--- src/sv/qbs_pkg.sv ---
// Shared types and constants for the quadratic Bezier sampler.
package qbs_pkg;

   // Coordinate and segment count formats
   localparam int COORD_BITS = 16;
   localparam int SEG_BITS   = 6;
   localparam int AXES       = 2;

   // Curve parameter t and its complement, unsigned Q1.16
   localparam int T_BITS = 17;
   localparam logic [T_BITS-1:0] T_ONE = 17'h10000;

   // Weights are unsigned Q1.32, products and sums carry the 2^32 scale
   localparam int W_BITS     = 33;
   localparam int PROD_BITS  = W_BITS + 1 + COORD_BITS;
   localparam int ACC_BITS   = PROD_BITS + 2;
   localparam int FRAC_SHIFT = 32;
   localparam int RES_BITS   = ACC_BITS - FRAC_SHIFT;
   localparam logic signed [ACC_BITS-1:0] ROUND_BIAS = ACC_BITS'(64'sh8000_0000);

   // Clamp limits of a 16-bit signed coordinate, at the width of the rounded sum
   localparam logic signed [RES_BITS-1:0] RES_MAX = RES_BITS'(32767);
   localparam logic signed [RES_BITS-1:0] RES_MIN = -RES_BITS'(32768);

   // The divider forms 2^16 / n, one quotient bit per cycle
   localparam int DIV_STEPS    = T_BITS;
   localparam int DIV_CNT_BITS = $clog2(DIV_STEPS + 1);

   typedef logic signed [COORD_BITS-1:0] coord_type;

   // Commands from the controller to the datapath
   typedef struct packed {
      logic                load;   // capture a new request and start the divider
      logic                issue;  // send the current point into the pipeline
      logic                last;   // the issued point closes the curve
      logic [SEG_BITS-1:0] count;  // effective segment count
   } ctrl_cmd_type;

   // Status from the datapath to the controller
   typedef struct packed {
      logic div_done;  // step quotient and remainder are ready
      logic pipe_en;   // the pipeline may advance this cycle
      logic busy;      // a point is still inside the pipeline
   } ctrl_status_type;

endpackage

--- src/sv/qbs_ctrl.sv ---
// Controller: accepts a request, waits for the step division and issues the points.
module qbs_ctrl #(
   parameter int MAX_SEGMENTS = 63
) (
   input  logic                         clock,
   input  logic                         reset,
   input  logic                         req_valid,
   output logic                         req_ready,
   input  logic [qbs_pkg::SEG_BITS-1:0] req_segments,
   input  qbs_pkg::ctrl_status_type     status,
   output qbs_pkg::ctrl_cmd_type        cmd
);
   import qbs_pkg::*;

   typedef enum logic [1:0] {
      ST_IDLE,
      ST_DIVIDE,
      ST_RUN,
      ST_DRAIN
   } state_type;

   state_type           state_ff, state_in;
   logic [SEG_BITS-1:0] idx_ff, idx_in;
   logic [SEG_BITS-1:0] n_ff, n_in;
   logic [SEG_BITS-1:0] n_req;
   logic                accept;
   logic                is_last;

   // A count of zero means one segment; larger counts saturate at the maximum.
   always_comb begin
      if (req_segments == '0) begin
         n_req = SEG_BITS'(1);
      end else if (req_segments > SEG_BITS'(MAX_SEGMENTS)) begin
         n_req = SEG_BITS'(MAX_SEGMENTS);
      end else begin
         n_req = req_segments;
      end
   end

   assign req_ready = (state_ff == ST_IDLE);
   assign accept    = req_valid && req_ready;
   assign is_last   = (idx_ff == n_ff);

   // Commands to the datapath.
   always_comb begin
      cmd.load  = accept;
      cmd.issue = (state_ff == ST_RUN) && status.pipe_en;
      cmd.last  = is_last;
      cmd.count = accept ? n_req : n_ff;
   end

   // Next state and point index.
   always_comb begin
      state_in = state_ff;
      idx_in   = idx_ff;
      n_in     = n_ff;
      case (state_ff)
         ST_IDLE: begin
            if (accept) begin
               state_in = ST_DIVIDE;
               idx_in   = '0;
               n_in     = n_req;
            end
         end
         ST_DIVIDE: begin
            if (status.div_done) begin
               state_in = ST_RUN;
            end
         end
         ST_RUN: begin
            if (status.pipe_en) begin
               if (is_last) begin
                  state_in = ST_DRAIN;
               end else begin
                  idx_in = idx_ff + 1'b1;
               end
            end
         end
         ST_DRAIN: begin
            if (!status.busy) begin
               state_in = ST_IDLE;
            end
         end
         default: begin
            state_in = ST_IDLE;
         end
      endcase
   end

   always_ff @(posedge clock) begin
      if (reset) begin
         state_ff <= ST_IDLE;
         idx_ff   <= '0;
         n_ff     <= SEG_BITS'(1);
      end else begin
         state_ff <= state_in;
         idx_ff   <= idx_in;
         n_ff     <= n_in;
      end
   end

endmodule

--- config.mk ---
export PLATFORM = sky130hd
export DESIGN_NAME = qbs_ctrl
export DESIGN_NICKNAME = d
export VERILOG_FILES = /design/src/sv/qbs_pkg.sv /design/src/sv/qbs_ctrl.sv
export SDC_FILE = /design/constraint.sdc
export NUM_CORES = 1
export LEC_CHECK = 0
export BUFFER_PORTS_ARGS = -buffer_cell sky130_fd_sc_hd__buf_2
export CORE_UTILIZATION = 55
export CTS_CLUSTER_SIZE = 28
export DETAILED_ROUTE_END_ITERATION = 12
export PLACE_DENSITY = 0.8
export SYNTH_ARGS = -nofsm -noshare
export SYNTH_HDL_FRONTEND = slang
export SYNTH_SLANG_ARGS = --single-unit
--- constraint.sdc ---
create_clock -name clock -period 5.1 [get_ports clock]
set_input_delay 0.255 -clock clock [delete_from_list [all_inputs] [get_ports clock]]
set_output_delay 0.255 -clock clock [all_outputs]
set_load 0.01 [all_outputs]
==> results by group <==
Detailed routing
  • DR pass1 iterations: 4
  • Drc violations: 0
  • Vias per cell: between 5 and 6
  • DR vias: roughly 720
  • 1st-iter DRT viols: 5
  • Antenna-violating nets left: 0
  • Final WL: 1690 um
  • Routed WL per cell: approximately 13 um

CTS
  • CTS buffer count: 3
  • Clock-pin transition on the worst setup and hold timing paths: around 0.090 ns
  • # clock sinks: 14
  • Postcts setup bufs: 0
  • Max H-tree Level: 1
  • PostCTS Resize Cnt: 0
  • CTS Hold Buffers Added: 0
  • Skew-Pair Late Insertion Delay: 0.28 ns
  • TritonCTS clock tree: built
  • Clk buf depth: 2
  • CTS root buffer: clkbuf_4

Worst setup path
  • CP Class: flip-flop to flip-flop
  • Largest stage delay, worst path: about 0.4 ns
  • Req. time, crit path: roughly 5.3 ns
  • CP arrival: between 2 and 2.5 ns
  • Crit path max fanout: 14
  • Buf+Inv Stages, Crit Path: 1
  • Reg2Reg Setup Slack: ~3 ns
  • R2R Path Start: state_ff[0]$_SDFFE_PP0P_
  • Slowest cell on the critical path: dfxtp_1
  • Crit path max-delay family: simple AND/OR/NAND/NOR gates
  • Startpoint types: flip-flop
  • CP Cell Sequence: inv_1, ha_1, nor2b_1, or3_4, a31o_2, o21ai_0, a21oi_1
  • Reg-to-reg endpoint: idx_ff[2]$_SDFFE_PP0P_
  • Crit. End Element: flip-flop
  • Number of cells on the worst reg-to-reg path: 7

Yosys
  • Warning count from the yosys run: 0
  • Register bit total from synthesis: 14
  • Top FF cell, synth: dfxtp_1
  • Async SR Flop Fraction: 0%
  • Post-synthesis cell count: 96
  • Synthesized Nets: 114
  • Number of distinct library cells after synthesis: 34
  • Syn Area/Cell: roughly 9.3 um2
  • Register area share after synthesis: 31.5%
  • Number of synthesized flops with an enable pin: 0
  • Cell Area, Synth: about 890 um2

Place
  • DP Cell Count: between 100 and 150
  • Dpl hpwl: about 1300 um
  • Post-Place Setup Slack: between 3 and 4 ns
  • Placed cell areas: about 970 um2
  • PortBufs: 21
  • Placer Congestion: about 0.79

Final layout
  • Antenna Cells: 0
  • Reg area: roughly 280 um2
  • Multi-input logic area: between 500 and 600 um2
  • Final std cells w/o fill: roughly 130
  • Final instance area: between 0.001 and 0.0015 mm2
  • Fin nets: roughly 140
  • P&R area growth vs syn: 13.1%
  • Fillers: ~130
  • Layout cells sized above 1: between 30% and 40%
  • Final Util: 66.9%

Global route
  • Initial antenna violation count: 0
  • All-layer global routing usage: 20.9%
  • Largest net degree at the start of global routing: 20
  • GR Overflow Total: 0
  • Vias in the first global route: between 600 and 700
  • First-pass GRT wire length: between 2000 and 3000 um

STA
  • Worst Setup Slack, final: 2.98 ns
  • Max_slew headroom: about 66%
  • Crit path time final: roughly 2.1 ns
  • FMAX: about 0.47 GHz
  • Final Hold Vio Count: 0
  • Setup_tns: 0 ns
  • Final setup vio count: 0
  • Slew Viols, Final: 0
  • Final Cycle Share: 41.5%
  • Skew final: about 0.0019 ns
  • Slew @ Worst Pin: approximately 0.49 ns
  • Unrepaired setup endpoints after global routing: false

Die
  • Die W: between 40 and 50 um
  • Starting Density: between 50% and 60%
  • Core ar.: between 0.0015 and 0.002 mm2
  • Die Y: around 42 um
  • Row cnt: 14
  • Ports: 22
  • Die area: roughly 0.0018 mm2

Worst hold path
  • Worst Hold End: n_ff[3]$_SDFFE_PP0N_
  • Count of cells along the worst hold path: 2
  • Worst hold path class: primary input to flip-flop
  • Hold path start: reset

Pwr
  • Peak supply drop: 0.280 mV
  • P_leak: around 0.47 nW
  • Pwr dens: about 500 mW/mm2

Job
  • Maxcap violations: 0

Outcome
  • Status: finished, final reports clean
[synthesized netlist by cell type, types with 2 or more instances]
| cell | instances | area (um2) |
|---|---|---|
| a21oi_1 | 7 | 35.0 |
| buf_4 | 2 | 15.0 |
| dfxtp_1 | 14 | 280 |
| ha_1 | 6 | 75.1 |
| inv_1 | 7 | 26.3 |
| mux2_2 | 5 | 56.3 |
| nand2_1 | 4 | 15.0 |
| nand2b_1 | 2 | 12.5 |
| nand3_1 | 3 | 15.0 |
| nor2_1 | 4 | 15.0 |
| nor2b_1 | 8 | 50.1 |
| o21ai_0 | 2 | 10.0 |
| o32ai_1 | 3 | 26.3 |
| or3_1 | 4 | 25.0 |
| xor2_1 | 6 | 52.6 |
[worst max-delay path by stage]
stage                                   startpoint                       end  slack [ns]  cells past startpoint
after CTS                 state_ff[0]$_SDFFE_PP0P_  state_ff[1]$_SDFFE_PP0P_        2.99                      6
after floorplan           state_ff[0]$_SDFFE_PP0P_    idx_ff[2]$_SDFFE_PP0P_        3.28                      7
after global routing      state_ff[0]$_SDFFE_PP0P_  state_ff[1]$_SDFFE_PP0P_        2.66                      6
after detailed placement  state_ff[0]$_SDFFE_PP0P_  state_ff[1]$_SDFFE_PP0P_        3.01                      6
final                     state_ff[0]$_SDFFE_PP0P_    idx_ff[2]$_SDFFE_PP0P_        2.98                      7
after global placement    state_ff[0]$_SDFFE_PP0P_  state_ff[1]$_SDFFE_PP0P_        3.06                      6
[flip-flops by register name, indices dropped and copies added (netlist names)]
register / flops
idx_ff: 6
state_ff: 2
n_ff: 6
[stage by stage]
step | total power, mW | hold slack, ns
after global placement | 0.403 | 0.502
after CTS | 0.494 | 0.336
final | 0.491 | 0.333
after floorplan | 0.362 | 0.470
after global routing | 0.530 | 0.345
after detailed placement | 0.411 | 0.503
[cell families after synthesis]
| group | Yosys count | synth area share (%) |
|---|---|---|
| multiplexers | 6 | 7.44 |
| buffers and inverters | 12 | 8.00 |
| XOR/XNOR | 6 | 5.90 |
| flip-flops | 14 | 31.5 |
| AO/OA/AOI/OAI | 18 | 14.9 |
| AND/OR/NAND/NOR | 34 | 23.9 |
| adder cells (fa/ha/maj) | 6 | 8.43 |
[per-layer routing]
layer	global-route usage, %	up-vias	share of wire [%]
li1	-	372	-
met1	25.9	331	46
met4	5.63	0	0.83
met3	5.17	2	3.3
met5	0	-	0
met2	36.0	14	49
[placed cells by master, fill, tap and decap left out, drive strengths merged]
cell and n:
and2 1, a21boi 1, nor2 4, nand2 5, buf 21, dfxtp 14
nand2b 2, ha 6, o21a 1, xor2 6, a2111oi 1, nand3 3
or2 1, o32ai 3, inv 7, nor4 1, nor3 1, o31ai 1
a31o 1, nand4b 1, mux2 5, a21oi 7, nor2b 8, or3 5
o21ai 2, mux2i 1, clkbuf 4, and2b 1, a31oi 1, nand3b 1
[area by class of cell]
| type | instances | area share (%) |
|---|---|---|
| tap | 16 | 1.99 |
| sequential | 14 | 27.8 |
| multi-input combinational | 70 | 53.5 |
| inverter | 7 | 2.61 |
| timing repair buffer | 21 | 10.4 |
| clock buffer | 4 | 3.60 |
[power by group]
| part | switching (mW) | internal (mW) |
|---|---|---|
| Clock | 0.0383 | 0.0434 |
| Combinational | 0.142 | 0.122 |
| Sequential | 0.0173 | 0.128 |
(Power assumes the default switching activity.)
